$ cat src/rtl/mexp_pkg.sv
package mexp_pkg;

  // operand width inside the datapath (8..64)
  localparam int WIDTH = 64;
  // width of the external field and register ports
  localparam int FIELD_W = 64;
  // bit counter of the shift-add multiplier
  localparam int CNT_W = $clog2(WIDTH);
  // configuration register index width
  localparam int CFG_IDX_W = 1;

  // configuration register indexes
  localparam logic [CFG_IDX_W-1:0] REG_MODULUS  = 1'b0;
  localparam logic [CFG_IDX_W-1:0] REG_EXPONENT = 1'b1;

  typedef logic [WIDTH-1:0] word_t;

  // request to the modular multiplier: result = x * y mod n
  typedef struct packed {
    logic  start;
    word_t x;
    word_t y;
    word_t n;
  } mexp_req_t;

  // response from the modular multiplier
  typedef struct packed {
    logic  done;
    logic  busy;
    word_t result;
  } mexp_rsp_t;

endpackage

$ cat src/rtl/mexp_mulmod.sv
module mexp_mulmod
  import mexp_pkg::*;
(
  input  logic      clk,
  input  logic      rst_n,
  input  mexp_req_t req,
  output mexp_rsp_t rsp
);

  word_t              acc_r, acc_nxt;
  word_t              x_r;
  word_t              y_r;
  word_t              n_r;
  logic [WIDTH:0]     n2_r;
  logic [CNT_W-1:0]   cnt_r;
  logic               busy_r;
  logic               done_r;

  logic [WIDTH+1:0]   sum;
  logic [WIDTH+1:0]   sub1;
  logic [WIDTH+1:0]   sub2;

  // one multiplier bit per cycle: acc = 2*acc + bit*x, then reduce (sum < 3n)
  always_comb begin
    sum  = {1'b0, acc_r, 1'b0} + (y_r[WIDTH-1] ? {2'b00, x_r} : '0);
    sub1 = sum - {2'b00, n_r};
    sub2 = sum - {1'b0, n2_r};
    if (!sub2[WIDTH+1]) begin
      acc_nxt = sub2[WIDTH-1:0];
    end else if (!sub1[WIDTH+1]) begin
      acc_nxt = sub1[WIDTH-1:0];
    end else begin
      acc_nxt = sum[WIDTH-1:0];
    end
  end

  // control
  always_ff @(posedge clk) begin
    if (!rst_n) begin
      busy_r <= 1'b0;
      done_r <= 1'b0;
      cnt_r  <= '0;
    end else begin
      done_r <= 1'b0;
      if (req.start) begin
        busy_r <= 1'b1;
        cnt_r  <= CNT_W'(WIDTH - 1);
      end else if (busy_r) begin
        cnt_r <= cnt_r - 1'b1;
        if (cnt_r == '0) begin
          busy_r <= 1'b0;
          done_r <= 1'b1;
        end
      end
    end
  end

  // operands and accumulator
  always_ff @(posedge clk) begin
    if (req.start) begin
      acc_r <= '0;
      x_r   <= req.x;
      y_r   <= req.y;
      n_r   <= req.n;
      n2_r  <= {req.n, 1'b0};
    end else if (busy_r) begin
      acc_r <= acc_nxt;
      y_r   <= {y_r[WIDTH-2:0], 1'b0};
    end
  end

  assign rsp.done   = done_r;
  assign rsp.busy   = busy_r;
  assign rsp.result = acc_r;

  // a new product is never requested while one is in flight
  a_no_restart: assert property (@(posedge clk) disable iff (!rst_n)
    req.start |-> !busy_r)
    else $error("multiplier restarted while busy");

  // a finished product is fully reduced
  a_reduced: assert property (@(posedge clk) disable iff (!rst_n)
    done_r |-> (acc_r < n_r))
    else $error("multiplier result not reduced");

endmodule

$ cat src/rtl/modular_exponentiation.sv
// Channel  | Handshake            | Payload
// ---------+----------------------+----------------------------------
// in       | in_valid / in_ready  | in_base   [63:0]
// out      | out_valid / out_ready| out_power [63:0]
// cfg      | cfg_we (write only)  | cfg_index [0], cfg_wdata [63:0]
//
// One shared shift-add modular multiplier does all work, one operand bit per
// cycle. An item needs one product to reduce the base, then one square per
// exponent bit below the top set bit and one multiply per set bit; zero
// exponent or zero modulus skips the multiplier.
// in_ready is high only when the sequencer is idle; a finished result waits
// in the output register, so the next item can enter while it stalls.
// Reset is synchronous: modulus and exponent return to 1, no item in flight.
module modular_exponentiation
  import mexp_pkg::*;
(
  input  logic                 clk,
  input  logic                 rst_n,
  input  logic                 in_valid,
  output logic                 in_ready,
  input  logic [FIELD_W-1:0]   in_base,
  output logic                 out_valid,
  input  logic                 out_ready,
  output logic [FIELD_W-1:0]   out_power,
  input  logic                 cfg_we,
  input  logic [CFG_IDX_W-1:0] cfg_index,
  input  logic [FIELD_W-1:0]   cfg_wdata
);

  localparam logic [2:0] S_IDLE = 3'd0;
  localparam logic [2:0] S_RED  = 3'd1;
  localparam logic [2:0] S_BIT  = 3'd2;
  localparam logic [2:0] S_MUL  = 3'd3;
  localparam logic [2:0] S_SQR  = 3'd4;
  localparam logic [2:0] S_FIN  = 3'd5;

  logic [2:0] state_r, state_nxt;
  word_t      mod_r;
  word_t      exp_r;
  word_t      e_r, e_nxt;
  word_t      sq_r, sq_nxt;
  word_t      acc_r, acc_nxt;
  word_t      one_n;
  word_t      e_shift;
  logic       out_valid_r;
  word_t      out_power_r;
  logic       out_load;
  mexp_req_t  req;
  mexp_rsp_t  rsp;

  mexp_mulmod u_mulmod (
    .clk   (clk),
    .rst_n (rst_n),
    .req   (req),
    .rsp   (rsp)
  );

  // configuration registers
  always_ff @(posedge clk) begin
    if (!rst_n) begin
      mod_r <= WIDTH'(1);
      exp_r <= WIDTH'(1);
    end else if (cfg_we) begin
      unique case (cfg_index)
        REG_MODULUS:  mod_r <= cfg_wdata[WIDTH-1:0];
        REG_EXPONENT: exp_r <= cfg_wdata[WIDTH-1:0];
        default: ;
      endcase
    end
  end

  // 1 mod n
  assign one_n   = (mod_r == WIDTH'(1)) ? '0 : WIDTH'(1);
  assign e_shift = e_r >> 1;

  // square-and-multiply sequencer
  always_comb begin
    state_nxt = state_r;
    e_nxt     = e_r;
    sq_nxt    = sq_r;
    acc_nxt   = acc_r;
    req.start = 1'b0;
    req.x     = sq_r;
    req.y     = sq_r;
    req.n     = mod_r;
    unique case (state_r)
      S_IDLE: begin
        if (in_valid) begin
          if (exp_r == '0) begin
            acc_nxt   = WIDTH'(1);
            state_nxt = S_FIN;
          end else if (mod_r == '0) begin
            acc_nxt   = '0;
            state_nxt = S_FIN;
          end else begin
            // reduce the base: (1 mod n) * base mod n
            acc_nxt   = one_n;
            e_nxt     = exp_r;
            req.start = 1'b1;
            req.x     = one_n;
            req.y     = in_base[WIDTH-1:0];
            state_nxt = S_RED;
          end
        end
      end
      S_RED: begin
        if (rsp.done) begin
          sq_nxt    = rsp.result;
          state_nxt = S_BIT;
        end
      end
      S_BIT: begin
        if (e_r[0]) begin
          req.start = 1'b1;
          req.x     = acc_r;
          state_nxt = S_MUL;
        end else begin
          e_nxt     = e_shift;
          req.start = 1'b1;
          state_nxt = S_SQR;
        end
      end
      S_MUL: begin
        if (rsp.done) begin
          acc_nxt = rsp.result;
          e_nxt   = e_shift;
          if (e_shift == '0) begin
            state_nxt = S_FIN;
          end else begin
            req.start = 1'b1;
            state_nxt = S_SQR;
          end
        end
      end
      S_SQR: begin
        if (rsp.done) begin
          sq_nxt    = rsp.result;
          state_nxt = S_BIT;
        end
      end
      S_FIN: begin
        if (!out_valid_r || out_ready) begin
          state_nxt = S_IDLE;
        end
      end
      default: state_nxt = S_IDLE;
    endcase
  end

  always_ff @(posedge clk) begin
    if (!rst_n) begin
      state_r <= S_IDLE;
    end else begin
      state_r <= state_nxt;
    end
  end

  always_ff @(posedge clk) begin
    e_r   <= e_nxt;
    sq_r  <= sq_nxt;
    acc_r <= acc_nxt;
  end

  // output register
  assign out_load = (state_r == S_FIN) && (!out_valid_r || out_ready);

  always_ff @(posedge clk) begin
    if (!rst_n) begin
      out_valid_r <= 1'b0;
    end else if (out_load) begin
      out_valid_r <= 1'b1;
    end else if (out_ready) begin
      out_valid_r <= 1'b0;
    end
  end

  always_ff @(posedge clk) begin
    if (out_load) begin
      out_power_r <= acc_r;
    end
  end

  assign in_ready  = (state_r == S_IDLE);
  assign out_valid = out_valid_r;
  assign out_power = FIELD_W'(out_power_r);

  // the multiplier only reports back while a product is awaited
  a_done_state: assert property (@(posedge clk) disable iff (!rst_n)
    rsp.done |-> (state_r == S_RED || state_r == S_MUL || state_r == S_SQR))
    else $error("unexpected multiplier completion");

  // a bit step always has exponent bits left
  a_exp_left: assert property (@(posedge clk) disable iff (!rst_n)
    state_r == S_BIT |-> e_r != '0)
    else $error("bit step with exhausted exponent");

  // waiting states keep the multiplier running
  a_busy_wait: assert property (@(posedge clk) disable iff (!rst_n)
    (state_r == S_MUL || state_r == S_SQR || state_r == S_RED) |->
      (rsp.busy || rsp.done))
    else $error("sequencer waiting on idle multiplier");

endmodule
$ cat config.mk
export PLATFORM = sky130hd
export DESIGN_NAME = modular_exponentiation
export DESIGN_NICKNAME = d
export VERILOG_FILES = /design/src/rtl/mexp_pkg.sv /design/src/rtl/mexp_mulmod.sv /design/src/rtl/modular_exponentiation.sv
export SDC_FILE = /design/constraint.sdc
export NUM_CORES = 1
export LEC_CHECK = 0
export ABC_AREA = 1
export BUFFER_PORTS_ARGS = -buffer_cell sky130_fd_sc_hd__buf_2
export CORE_MARGIN = 3
export CORE_UTILIZATION = 48
export CTS_BUF_LIST = sky130_fd_sc_hd__clkbuf_4 sky130_fd_sc_hd__clkbuf_8
export CTS_CLUSTER_DIAMETER = 120
export DETAILED_ROUTE_END_ITERATION = 10
export GPL_TIMING_DRIVEN = 0
export SYNTH_ARGS = -nofsm -noshare
export SYNTH_HDL_FRONTEND = slang
export SYNTH_SLANG_ARGS = --single-unit
$ cat constraint.sdc
create_clock -name clk -period 8.41 [get_ports clk]
set_input_delay 0.4205 -clock clk [delete_from_list [all_inputs] [get_ports clk]]
set_output_delay 0.4205 -clock clk [all_outputs]
set_load 0.02 [all_outputs]
==> flow_summary.json <==
{
  "r2r_setup_slack_ps": 630,
  "reg2reg_depth": 33,
  "tightest_slew_ps": 1340,
  "grt_pass1_wl_um": 199000,
  "maxSlewViolCount": 0,
  "track_usage": 0.306,
  "hold_buffers": 71,
  "crit_start": "u_mulmod.y_r[63]",
  "synth.distinct_cells": 59,
  "syn_nets": 5328,
  "ys_seq_area_frac": 0.447,
  "avgSynthCellArea_um2": 7.85,
  "final_common_cell": "nand2_1",
  "crit_fanout": 10,
  "setup_tns_ps": 0,
  "antenna_found_initial": 1,
  "grt_setup_unrepaired": "false",
  "setup_viol": 0,
  "design_area_mm2": 0.0450,
  "clk_latency_ps": 790,
  "routed_wl_um": 133000,
  "fin_crit_ps": 7780,
  "synth.top_cell.area_share": 0.343,
  "areaGrowthSynthToFinish_pct": 14.6,
  "start_kind": "flip-flop",
  "fp.dieW_um": 292,
  "drt_first_pass_iters": 6,
  "avgViaCountPerCell": 5.41,
  "fp-row-count": 104,
  "status": "finished clean",
  "fillers": 7869,
  "ys_ff_latch": 652,
  "place_congestion": 1.06,
  "fin_util": 0.556,
  "hold_path_depth": 3,
  "grt_max_degree": 73,
  "arrival_ps": 8460,
  "skew_ps": 65.3,
  "post_cts_buffers": 0,
  "post-route-period-util": 0.925,
  "finalHoldViolCount": 0,
  "netlist_instances": 4998,
  "yosys.area.top_type": "edfxtp_1",
  "cp.required_ps": 9080,
  "die_area_mm2": 0.0852,
  "rr_startpoint": "u_mulmod.y_r[63]",
  "synth_area_mm2": 0.0392,
  "clk_path_buf_depth": 3,
  "core_area_mm2": 0.0808,
  "antenna_left": 0,
  "placedInstanceArea_mm2": 0.0419,
  "path_clk_slew_ps": 60,
  "portBuffers": 198,
  "cts.sinks": 652,
  "grt-ovfl-total": 0,
  "cts_tree": "done",
  "die-height_um": 292,
  "yosysWarningCount": 0,
  "maxCapViolCount": 0,
  "vias": 35500,
  "dp_hpwl_um": 108000,
  "min_to": "mod_r[16]",
  "final_layout_size_suffix_gt1_frac": 0.0983,
  "cts_root_buffer": "clkbuf_8",
  "slew_headroom": 0.104,
  "max_stage_delay_ps": 690,
  "initialDrtViolationCount": 3115,
  "r2r_end": "u_mulmod.acc_r[60]",
  "crit_type": "reg -> reg",
  "ios": 200,
  "cts_max_level": 3,
  "min_path_type": "in -> reg",
  "most-common-layout-cells": "nand2_1 (932), inv_1 (752), nor2_1 (626)",
  "drc": 0,
  "fmax_mhz": 128,
  "synth.area.top_cells": "edfxtp_1 (34%), dfxtp_1 (10%), nand2_1 (8.9%), inv_1 (7.2%), o21ai_0 (6.9%)",
  "end_kind": "flip-flop",
  "post_cts_resized": 0,
  "grt_pass1_vias": 34300,
  "start_util": 0.486,
  "slowest_stage": "o21ai_0",
  "final_nets": 5725,
  "wl_per_cell_um": 20.3,
  "cts_made_buffers": 109,
  "worstHoldStart": "cfg_wdata[16]"
}
-- per-stage QoR --
stage / hold slack [ps] / setup slack (ps) / std cells
after floorplan: 408 / 853 / 4998
after global placement: 422 / -2680 / 6256
after detailed placement: 432 / 735 / 6273
after CTS: 3.94 / 691 / 6552
after global routing: 28.8 / 199 / 6554
final: 21.6 / 627 / 6554
-- sequential cells by signal (all words and copies together) (netlist names), 64 cells and up --
| signal | cells |
|---|---|
| acc_r | 64 |
| e_r | 64 |
| exp_r | 64 |
| mod_r | 64 |
| out_power | 64 |
| sq_r | 64 |
| u_mulmod.acc_r | 64 |
| u_mulmod.n_r | 64 |
| u_mulmod.x_r | 64 |
| u_mulmod.y_r | 64 |
-- critical path, delay by kind of cell, from the launching register on --
kind | cells | cell delay [ps]
AOI/OAI and AO/OA | 7 | 2390
xor gates and xnor gates | 1 | 360
adders and majority gates | 2 | 630
buffers and inverters | 8 | 1790
DFF | 1 | 320
and+or+nand+nor | 15 | 2150
-- cell usage after synthesis (all sizes together) --
master   number
a211oi        1
a21boi       11
a21o         34
a21oi       381
a221oi        7
a22o         45
a22oi         1
a31o          5
a31oi        72
and2          2
and3          5
buf          43
clkbuf      111
clkinv        1
dfxtp       204
edfxtp      448
fa            3
ha          193
inv         762
mux2          1
nand2       947
nand3       167
nand3b        2
nand4        23
nor2        635
nor3         32
nor3b         1
nor4         54
o2111ai       4
o211a         2
o211ai       17
o21a         16
o21ai       553
o21bai       29
o221a         2
o221ai        4
o22ai         1
o31ai         1
or2          29
or3           1
or4           6
xnor2        39
xor2        103
-- cell families (layout without fill, tap and decap cells) --
kind of cell	Yosys count	after routing	synth area share
and+or+nand+nor	1904	1904	0.199
AOI/OAI and AO/OA	1186	1186	0.168
buffers and inverters	917	1411	0.0910
DFF	652	652	0.447
adders and majority gates	196	196	0.0631
xor gates and xnor gates	142	142	0.0317
muxes	1	1	0.000287
other	0	2	0
-- layout make-up --
type                    count  area, µm²  area share
diodes                      2       5.00    0.000111
plain buffers             154        714      0.0159
clock buffers             178       2140      0.0475
clock inverters            30        244     0.00543
inverters                 763       2870      0.0638
multi-input cells        3429      18200       0.404
flip-flops and latches    652      17500       0.390
well taps                1060       1330      0.0295
repair buffers            286       1960      0.0435
-- metal layers --
metal / share of wire / global-route usage / wire [µm]
met1: 0.44 / 0.417 / 59100
met4: 0.039 / 0.117 / 5230
met5: 0 / 0 / 0
met3: 0.062 / 0.0351 / 8280
met2: 0.45 / 0.503 / 60500
-- worst max-delay path by stage --
stage | end | depth (start not counted) | slack (ps)
after global routing | u_mulmod.acc_r[60] | 33 | 200
after global placement | e_r[47] | 7 | -2680
final | u_mulmod.acc_r[60] | 33 | 630
after CTS | u_mulmod.acc_r[38] | 33 | 690
after floorplan | e_r[10] | 7 | 850
after detailed placement | u_mulmod.acc_r[60] | 33 | 740
Power is left out: the tool's default activity adds up to more than one toggle a clock period on the data nets, which glitch-free logic cannot reach.
